[src/sv/rvx_pkg.sv]
package rvx_pkg;

  // Major opcodes
  localparam logic [6:0] OPC_OP     = 7'b0110011;
  localparam logic [6:0] OPC_IMM    = 7'b0010011;
  localparam logic [6:0] OPC_LOAD   = 7'b0000011;
  localparam logic [6:0] OPC_STORE  = 7'b0100011;
  localparam logic [6:0] OPC_JAL    = 7'b1101111;
  localparam logic [6:0] OPC_JALR   = 7'b1100111;
  localparam logic [6:0] OPC_BRANCH = 7'b1100011;

  // funct7 codes
  localparam logic [6:0] F7_BASE   = 7'b0000000;
  localparam logic [6:0] F7_ALT    = 7'b0100000;
  localparam logic [6:0] F7_MULDIV = 7'b0000001;

  // funct3 codes
  localparam logic [2:0] F3_ADD  = 3'd0;
  localparam logic [2:0] F3_SLL  = 3'd1;
  localparam logic [2:0] F3_DIV  = 3'd4;
  localparam logic [2:0] F3_SRL  = 3'd5;
  localparam logic [2:0] F3_REM  = 3'd6;
  localparam logic [2:0] F3_AND  = 3'd7;
  localparam logic [2:0] F3_BYTE = 3'd0;
  localparam logic [2:0] F3_DBL  = 3'd3;
  localparam logic [2:0] F3_BEQ  = 3'd0;
  localparam logic [2:0] F3_BNE  = 3'd1;
  localparam logic [2:0] F3_BLT  = 3'd4;

  // Result status codes
  localparam logic [1:0] STAT_RUN   = 2'd0;
  localparam logic [1:0] STAT_HALT  = 2'd1;
  localparam logic [1:0] STAT_UNSUP = 2'd2;
  localparam logic [1:0] STAT_MISAL = 2'd3;

  // Command codes
  localparam logic CMD_START = 1'b0;

  // Configuration register indexes
  localparam logic [2:0] CFG_START_PC = 3'd0;
  localparam logic [2:0] CFG_ARG0     = 3'd1;
  localparam logic [2:0] CFG_ARG1     = 3'd2;
  localparam logic [2:0] CFG_ARG2     = 3'd3;
  localparam logic [2:0] CFG_ARG3     = 3'd4;
  localparam logic [2:0] CFG_STACK    = 3'd5;
  localparam logic [2:0] CFG_RET_MARK = 3'd6;
  localparam int         CFG_NUM      = 7;

  localparam logic [63:0] STACK_RESET = 64'd4096;
  localparam logic [63:0] SIGN64      = 64'h8000_0000_0000_0000;

  // Multiply / divide operation
  typedef logic [1:0] md_op_t;
  localparam md_op_t MD_MUL = 2'd0;
  localparam md_op_t MD_DIV = 2'd1;
  localparam md_op_t MD_REM = 2'd2;

  typedef struct packed {
    logic   go;
    md_op_t op;
  } md_req_t;

endpackage

[src/sv/rvx_muldiv.sv]
module rvx_muldiv
  import rvx_pkg::*;
(
  input  logic        clk,
  input  logic        rst_n,
  input  md_req_t     req,
  input  logic [63:0] a_i,
  input  logic [63:0] b_i,
  output logic        done,
  output logic [63:0] res
);

  localparam logic [1:0] MS_IDLE = 2'd0;
  localparam logic [1:0] MS_RUN  = 2'd1;
  localparam logic [1:0] MS_FIX  = 2'd2;

  logic [1:0]  mst_r;
  md_op_t      op_r;
  logic [63:0] acc_r;
  logic [63:0] quo_r;
  logic [63:0] dvs_r;
  logic [5:0]  cnt_r;
  logic        neg_q_r;
  logic        neg_rm_r;
  logic        done_r;
  logic [63:0] res_r;

  logic [63:0] rem_sh;
  logic [64:0] diff;

  // One restoring divide step
  assign rem_sh = {acc_r[62:0], quo_r[63]};
  assign diff   = {1'b0, rem_sh} - {1'b0, dvs_r};

  always_ff @(posedge clk) begin
    if (!rst_n) begin
      mst_r  <= MS_IDLE;
      done_r <= 1'b0;
    end else begin
      done_r <= 1'b0;
      case (mst_r)
        MS_IDLE: begin
          if (req.go) begin
            op_r  <= req.op;
            cnt_r <= '0;
            acc_r <= '0;
            if (req.op == MD_MUL) begin
              quo_r <= a_i;
              dvs_r <= b_i;
              mst_r <= MS_RUN;
            end else if (b_i == '0) begin
              // divide by zero
              res_r  <= (req.op == MD_DIV) ? '1 : a_i;
              done_r <= 1'b1;
            end else if (a_i == SIGN64 && b_i == '1) begin
              // signed overflow
              res_r  <= (req.op == MD_DIV) ? a_i : '0;
              done_r <= 1'b1;
            end else begin
              quo_r    <= a_i[63] ? (64'd0 - a_i) : a_i;
              dvs_r    <= b_i[63] ? (64'd0 - b_i) : b_i;
              neg_q_r  <= a_i[63] ^ b_i[63];
              neg_rm_r <= a_i[63];
              mst_r    <= MS_RUN;
            end
          end
        end
        MS_RUN: begin
          if (op_r == MD_MUL) begin
            // shift-add, one multiplier bit a cycle
            if (quo_r[0]) acc_r <= acc_r + dvs_r;
            quo_r <= {1'b0, quo_r[63:1]};
            dvs_r <= {dvs_r[62:0], 1'b0};
          end else if (!diff[64]) begin
            acc_r <= diff[63:0];
            quo_r <= {quo_r[62:0], 1'b1};
          end else begin
            acc_r <= rem_sh;
            quo_r <= {quo_r[62:0], 1'b0};
          end
          cnt_r <= cnt_r + 6'd1;
          if (cnt_r == 6'd63) mst_r <= MS_FIX;
        end
        MS_FIX: begin
          // apply signs to a quotient or remainder; a product passes as it is
          if (op_r == MD_MUL) res_r <= acc_r;
          else if (op_r == MD_DIV) res_r <= neg_q_r ? (64'd0 - quo_r) : quo_r;
          else res_r <= neg_rm_r ? (64'd0 - acc_r) : acc_r;
          done_r <= 1'b1;
          mst_r  <= MS_IDLE;
        end
        default: mst_r <= MS_IDLE;
      endcase
    end
  end

  assign done = done_r;
  assign res  = res_r;

endmodule

[config.mk]
export PLATFORM = sky130hd
export DESIGN_NAME = rvx_muldiv
export DESIGN_NICKNAME = d
export VERILOG_FILES = /design/src/sv/rvx_pkg.sv /design/src/sv/rvx_muldiv.sv
export SDC_FILE = /design/constraint.sdc
export NUM_CORES = 1
export LEC_CHECK = 0
export ABC_AREA = 1
export BUFFER_PORTS_ARGS = -buffer_cell sky130_fd_sc_hd__buf_4
export CAP_MARGIN = 20
export CORE_ASPECT_RATIO = 1.25
export CORE_MARGIN = 2
export CORE_UTILIZATION = 35
export CTS_CLUSTER_DIAMETER = 200
export DETAILED_ROUTE_END_ITERATION = 10
export PLACE_DENSITY = 0.49
export SYNTH_ARGS = -nofsm -noshare
export SYNTH_HDL_FRONTEND = slang
export SYNTH_SLANG_ARGS = --single-unit
export TNS_END_PERCENT = 1
[constraint.sdc]
create_clock -name clk -period 10.63 [get_ports clk]
set_clock_uncertainty 0.15 [all_clocks]
set_input_delay 1.063 -clock clk [delete_from_list [all_inputs] [get_ports clk]]
set_output_delay 1.063 -clock clk [all_outputs]
set_load 0.005 [all_outputs]
==> results of run 1 <==
cell type report:
class,instances,area (um^2),area share
Tap cell,1310,1640,0.0423
Clock buffer,44,962,0.0248
Clock inverter,24,309,0.00798
Timing Repair Buffer,230,1740,0.0449
Inverter,1087,4100,0.106
Sequential cell,269,8050,0.208
Multi-Input combinational cell,4643,22000,0.567
cell usage after synthesis, drive strengths merged, types with 11 or more instances:
master,number
a21oi,362
buf,52
clkbuf,100
edfxtp,266
ha,133
inv,1083
nand2,2115
nand3,483
nand3b,11
nand4,130
nor2,699
nor3,75
nor4,37
o211ai,15
o21ai,415
or2,17
xnor2,15
xor2,64
per-layer routing:
metal / global-route usage / up-vias / part of all wire
li1: - / 19900 / -
met1: 0.396 / 18300 / 0.41
met2: 0.581 / 1134 / 0.48
met3: 0.0216 / 288 / 0.041
met4: 0.180 / 0 / 0.063
met5: 0 / - / 0
state kept, by name, indices dropped and copies added (netlist names):
name / flops
op_r: 2
done: 1
dvs_r: 64
cnt_r: 6
neg_q_r: 1
res: 64
quo_r: 64
acc_r: 64
mst_r: 2
neg_rm_r: 1
where the power goes:
group	switching, mW	internal [mW]	total, mW
registers	0.342	1.49	1.83
clock network	0.600	0.800	1.40
logic	3.03	1.24	4.27
cell usage in the layout, fill, tap and decap left out, types with 48 or more instances in the layout:
| cell type | netlist | routed |
|---|---|---|
| nand2_1 | 2065 | 2064 |
| inv_1 | 1075 | 1071 |
| nor2_1 | 671 | 665 |
| nand3_1 | 470 | 470 |
| o21ai_0 | 386 | 386 |
| a21oi_1 | 360 | 360 |
| edfxtp_1 | 266 | 266 |
| buf_4 | 4 | 229 |
| ha_1 | 133 | 133 |
| nand4_1 | 130 | 130 |
| nor3_1 | 74 | 74 |
| xor2_1 | 64 | 64 |
| nand2_2 | 47 | 48 |
how the worst max path moves through the flow:
stage                     cells past startpoint                      to  slack (ns)     from
final                                        13        res[4]$_DFFE_PP_        5.88  b_i[50]
after global routing                         13       res[33]$_DFFE_PP_        5.70  b_i[50]
after CTS                                    13        res[9]$_DFFE_PP_        5.76  b_i[50]
after detailed placement                     13        res[9]$_DFFE_PP_        5.12  b_i[50]
after global placement                       13        res[0]$_DFFE_PP_        5.15  b_i[50]
after floorplan                               2  acc_r[0]$_SDFFCE_PN0P_        3.84   req[2]
cell families after synthesis:
group / count (synthesis)
buffers and inverters: 1239
DFF: 269
xor gates and xnor gates: 79
adders and majority gates: 144
and+or+nand+nor: 3582
AOI/OAI and AO/OA: 838
worst reg2reg max path: stages (launching register included):
cell	delay, ns
edfxtp_1	0.37
buf_4	0.20
inv_1	0.37
ha_1	0.28
fa_1	0.29
inv_1	0.12
nand3_1	0.10
nand2_2	0.13
nand2_2	0.09
nand2_2	0.09
nand2_2	0.08
nand2_2	0.11
nand2_2	0.09
nand2_2	0.08
nand2_4	0.10
nand2_8	0.11
nor2_8	0.14
buf_4	0.71
nand2_1	0.21
nand3_1	0.20
nand2_1	0.07
inv_1	0.08
==> out/summary.txt, run 1 <==
Yosys top cell area share: 0.230
Worst-path maximum fanout: 64
R2R setup slack: 6.37 ns
Worst reg-to-reg path cell count: 21
VDD IR max: 0.137 mV
Largest net degree at the start of global routing: 120
CTS tree: built
Fmax: 211 MHz
Vias in the first global route: 38.2k
Skew-Pair Late Insertion Delay: 0.62 ns
Crit-path cells: buf_4 -> nor2_1 -> nand2_1 -> nor2_1 -> nand4_1 -> nor2_1 -> nand2_1 -> inv_2 -> a21oi_1 -> nand2_1 -> nand4_1 -> inv_2 -> buf_4
Final WS setup: 5.88 ns
Yosys warns: 0
FF-to-FF End: acc_r[48]$_SDFFCE_PN0P_
Mapped Nets: 6419
PD cells: 194 nW/um^2
Post-Syn Area: 34700 um^2
DP Worst Slack: 5.12 ns
Largest family of logic cells by synthesized area: simple AND/OR/NAND/NOR gates
Hold Vio Cnt, Final: 0
Finished Layout Cells: 7607
Crit path arrival time: 4.82 ns
First-pass GRT wire length: 247 mm
Global route overflow: 0
# IOs: 198
RR Startpoint: quo_r[63]$_DFFE_PP_
Die area: 102000 um^2
Synth Area in XOR/XNOR: 0.0199
Cells after Synth: 6151
Worst path max stage delay: 0.69 ns
Die width: 286 um
Synthesized flop and latch total: 269
Unique masters post-synth: 60
Unrepaired setup endpoints after global routing: no
Height of the die: 356 um
Via-per-instance ratio: 5.20
Main synth FF type: edfxtp_1
RePlAce Congestion: 0.983
Vias: 39.6k
DP Wirelength: 140 mm
Area after DPL: 37500 um^2
Worst Path Buf+Inv: 4
1st-pass router iterations: 6
Residual DRC: 0
Hold-fix buffer count after cts: 0
Outcome: completed
Fillcell total: 11.2k
Max_slew headroom: 0.284
Overall power: 7.50 mW
Fin. max-slew vios: 0
Fin Hold WS: 0.424 ns
Placed Cells: 7539
Leak Pwr: 20.0 nW
Final setup vio count: 0
Total of max-cap violations: 0
Post-synthesis mux area share: 0
Core area: 98600 um^2
DR iter-0 viols: 3062
Min cycle time layout: 4.75 ns
Setup_tns: 0 ns
Simple-Gate Fraction of Synth Area: 0.432
Util after Layout: 0.393
GRT Total Usage: 0.328
Antenna violations before repair: 0
Slew @ Worst Pin: 1.07 ns
Number of flops mapped to enable cells by yosys: 266
Synth async-reset ratio: 0
Nets: 6536
Synth Area in Adders: 0.0516
HP Start: cnt_r[4]$_SDFFCE_PN0P_
Worst path slowest cell: buf_4
Crit path launch type: primary input
Design area: 38700 um^2
H-tree Lvls: 2
Total Wirelength: 170 mm
Num Clock Sinks: 269
Share of cells above drive strength 1: 0.0669
Site Rows: 129
Initial Util: 0.352
DR WL/cell: 22.4 um
CP top delay family: simple AND/OR/NAND/NOR gates
CP Data Required Time: 10.71 ns
WS Path Type: primary input to flop
CP endpoint kind: flop
Total CTS buffers: 37
CTS Buffer Depth: 3
Diode count: 0
HP Class: flop to flop
Top cell type by total area after synthesis: edfxtp_1
Clk slew on worst S/H paths: 0.05 ns
Setup bufs post-CTS: 0
Area growth, synth to finish: 11.5%
Clock root buffer: clkbuf_16
# port buffers: 197
Complex-gate fraction of the synthesized area: 0.126
Hold path depth: 1
Average cell area after synthesis: 5.65 um^2
WHS Endpoint: cnt_r[4]$_SDFFCE_PN0P_
Resized Gates After CTS: 0
Routed Antenna Nets: 0
Register area share after synthesis: 0.232
Area contributors post-synth: edfxtp_1 (23%), nand2_1 (22%), inv_1 (12%)
Final period utilization: 0.447
Power figures use the tool's default switching activity.
==> run 2: changes to the inputs <==
--- a/config.mk
+++ b/config.mk
@@ -13,7 +13,7 @@
 export CORE_UTILIZATION = 35
 export CTS_CLUSTER_DIAMETER = 200
 export DETAILED_ROUTE_END_ITERATION = 10
-export PLACE_DENSITY = 0.49
+export PLACE_DENSITY = 0.5
 export SYNTH_ARGS = -nofsm -noshare
 export SYNTH_HDL_FRONTEND = slang
 export SYNTH_SLANG_ARGS = --single-unit
==> constraint.sdc (replaced) <==
create_clock -name clk -period 4 [get_ports clk]
set_clock_uncertainty 0.15 [all_clocks]
set_input_delay 0.4 -clock clk [delete_from_list [all_inputs] [get_ports clk]]
set_output_delay 0.4 -clock clk [all_outputs]
set_load 0.005 [all_outputs]
==> run 2 against run 1 <==
  * Non-clock buffer count increased by 90
  * Highest routed layer is now met5
  * Clock-buffer cell count increased by 8
  * Sequential share of layout area decreased by 0.42 points
  * Critical path depth unchanged
==> out/summary.txt, run 2 (synthesized netlist as in run 1, its figures left out) <==
Outcome: completed
Num Clock Sinks: 269 (unchanged)
Vias: 40.5k (+2.4%)
Hold path depth: 3 (+2)
Worst reg-to-reg path cell count: 13 (-38%)
1st-pass router iterations: 6 (unchanged)
Fillcell total: 11.2k (+0.036%)
Area growth, synth to finish: 13.8%
Diode count: 0 (unchanged)
RR Startpoint: acc_r[62]$_SDFFCE_PN0P_
# port buffers: 197 (unchanged)
CP endpoint kind: flop
Fmax: 285 MHz
GRT Total Usage: 0.339 (+0.0114)
Crit path launch type: flop
DR WL/cell: 23.0 um (+2.9%)
First-pass GRT wire length: 255 mm (+3.1%)
VDD IR max: 0.319 mV (+130%)
WHS Endpoint: quo_r[45]$_DFFE_PP_
Vias in the first global route: 39.1k (+2.5%)
Final period utilization: 0.879
Largest net degree at the start of global routing: 165 (+38%)
Most common cell after layout, fill and taps aside: nand2_1
CTS tree: built
Core area: 98600 um^2 (unchanged)
Crit path arrival time: 3.82 ns (-1.00 ns)
Commonest non-fill, non-tap cells in the layout: nand2_1 (2064), inv_1 (1071), nor2_1 (665)
HP Class: primary input to flop
Die area: 102000 um^2 (unchanged)
Die width: 286 um (unchanged)
Final setup vio count: 0 (unchanged)
Clk slew on worst S/H paths: 0.06 ns (about the same)
RePlAce Congestion: 1.04 (+6.2%)
Routed Antenna Nets: 0 (unchanged)
Initial Util: 0.352 (unchanged)
Fin. max-slew vios: 0 (unchanged)
Antenna violations before repair: 2 (+2)
Height of the die: 356 um (unchanged)
Total of max-cap violations: 0 (unchanged)
Finished Layout Cells: 7698 (+1.2%)
Register area: 8050 um^2 (unchanged)
CTS Buffer Depth: 3 (unchanged)
Min cycle time layout: 3.51 ns
DR iter-0 viols: 3276 (+7.0%)
Residual DRC: 0 (unchanged)
Hold Vio Cnt, Final: 0 (unchanged)
CP Data Required Time: 4.31 ns (-6.40 ns)
Nets: 6627 (+1.4%)
Util after Layout: 0.401 (+0.00808)
Unrepaired setup endpoints after global routing: no
Site Rows: 129 (unchanged)
PD cells: 512 nW/um^2 (+160%)
Multi-input gate area: 21900 um^2 (about the same)
DP Wirelength: 146 mm (+4.7%)
Total Wirelength: 177 mm (+4.1%)
HP Start: a_i[45]
Skew-Pair Late Insertion Delay: 0.61 ns (about the same)
Max_slew headroom: 0.245 (-0.0393)
Leak Pwr: 20.5 nW (+2.3%)
Via-per-instance ratio: 5.27 (+1.2%)
Share of cells above drive strength 1: 0.0778 (+0.0109)
Total CTS buffers: 38 (+2.7%)
R2R setup slack: 0.49 ns (-5.88 ns)
Global route overflow: 0 (unchanged)
Slew @ Worst Pin: 1.13 ns (+0.0671 ns)
Fin Hold WS: 0.0301 ns (-0.394 ns)
FF-to-FF End: acc_r[24]$_SDFFCE_PN0P_
# IOs: 198 (unchanged)
H-tree Lvls: 2 (unchanged)
WS Path Type: flop to flop
Worst-path maximum fanout: 12 (-81%)
Clock root buffer: clkbuf_16
Placed Cells: 7622 (+1.1%)
[run 2: cell count changes in the layout (fill, tap and decap cells not counted), sizes merged]
cell / previous run / this run
bufinv: 6 / 3
clkinvlp: 1 / 2
buf: 230 / 313
dlygate4sd3: 0 / 7
inv: 1086 / 1083
clkbuf: 44 / 52
clkinv: 18 / 16
[run 2: per-stage QoR]
| step | setup slack [ns] | TNS, ns | power [mW] | cell area, um^2 |
|---|---|---|---|---|
| 5_1_grt | 0.342 | 0 | 21.7 | 39500 |
| 6_report | 0.485 | 0 | 20.2 | 39500 |
| 4_1_cts | 0.563 | 0 | 20.1 | 39500 |
| 3_3_place_gp | 0.507 | 0 | 16.5 | 38300 |
| 3_5_place_dp | 0.454 | 0 | 16.5 | 38300 |
| 2_1_floorplan | -0.739 | -73.60 | 12.1 | 34700 |
[run 2: worst max-delay path by stage]
stage / startpoint / cells after the start / end / slack, ns
after global placement: b_i[0] / 11 / res[4]$_DFFE_PP_ / 0.51
final: acc_r[62]$_SDFFCE_PN0P_ / 13 / acc_r[24]$_SDFFCE_PN0P_ / 0.49
after CTS: acc_r[62]$_SDFFCE_PN0P_ / 13 / acc_r[41]$_SDFFCE_PN0P_ / 0.56
after global routing: acc_r[9]$_SDFFCE_PN0P_ / 16 / acc_r[47]$_SDFFCE_PN0P_ / 0.34
after floorplan: b_i[0] / 11 / quo_r[0]$_DFFE_PP_ / -0.74
after detailed placement: b_i[0] / 11 / res[0]$_DFFE_PP_ / 0.45
[run 2: final cells by class]
class	count	area share
Multi-Input combinational cell	4643	0.555
Sequential cell	269	0.203
Tap cell	1310	0.0414
Clock buffer	52	0.0262
Inverter	1087	0.104
Clock inverter	17	0.00430
Timing Repair Buffer	320	0.0659
[run 2: power by group]
part	internal (mW)	switching [mW]	total, mW	leakage [nW]
sequential	3.94	0.741	4.68	2.55
combinational	3.51	8.48	12.0	17.3
clock	2.01	1.56	3.56	0.581
total	9.46	10.8	20.2	20.5
[run 2: worst max-delay path: stages, from the launching register on]
cell and delay (ns):
edfxtp_1 0.58, ha_1 0.44, nand2_1 0.22, o21ai_0 0.18, a21oi_1 0.30, nand2_1 0.11
a21oi_2 0.29, nand2_8 0.16, nor2_8 0.36, buf_4 0.27, nand2_1 0.07, nand3_1 0.09
nand2_1 0.05, inv_1 0.08
[run 2: layer usage]
layer,vias up,wire (um),share of wire,track usage
met3,420,9280,0.052,0.0368
met1,18600,68500,0.39,0.385
met4,2,14500,0.082,0.239
met5,-,13,0.000073,0
met2,1457,84900,0.48,0.595
li1,20000,-,-,-
[run 2: timing repair]
action                                 CTS  global route
setup endpoints to repair                0             0
resized for setup                        0             0
buffers inserted                         0             0
endpoints found under the hold margin    7             0
hold buffers                             7             0
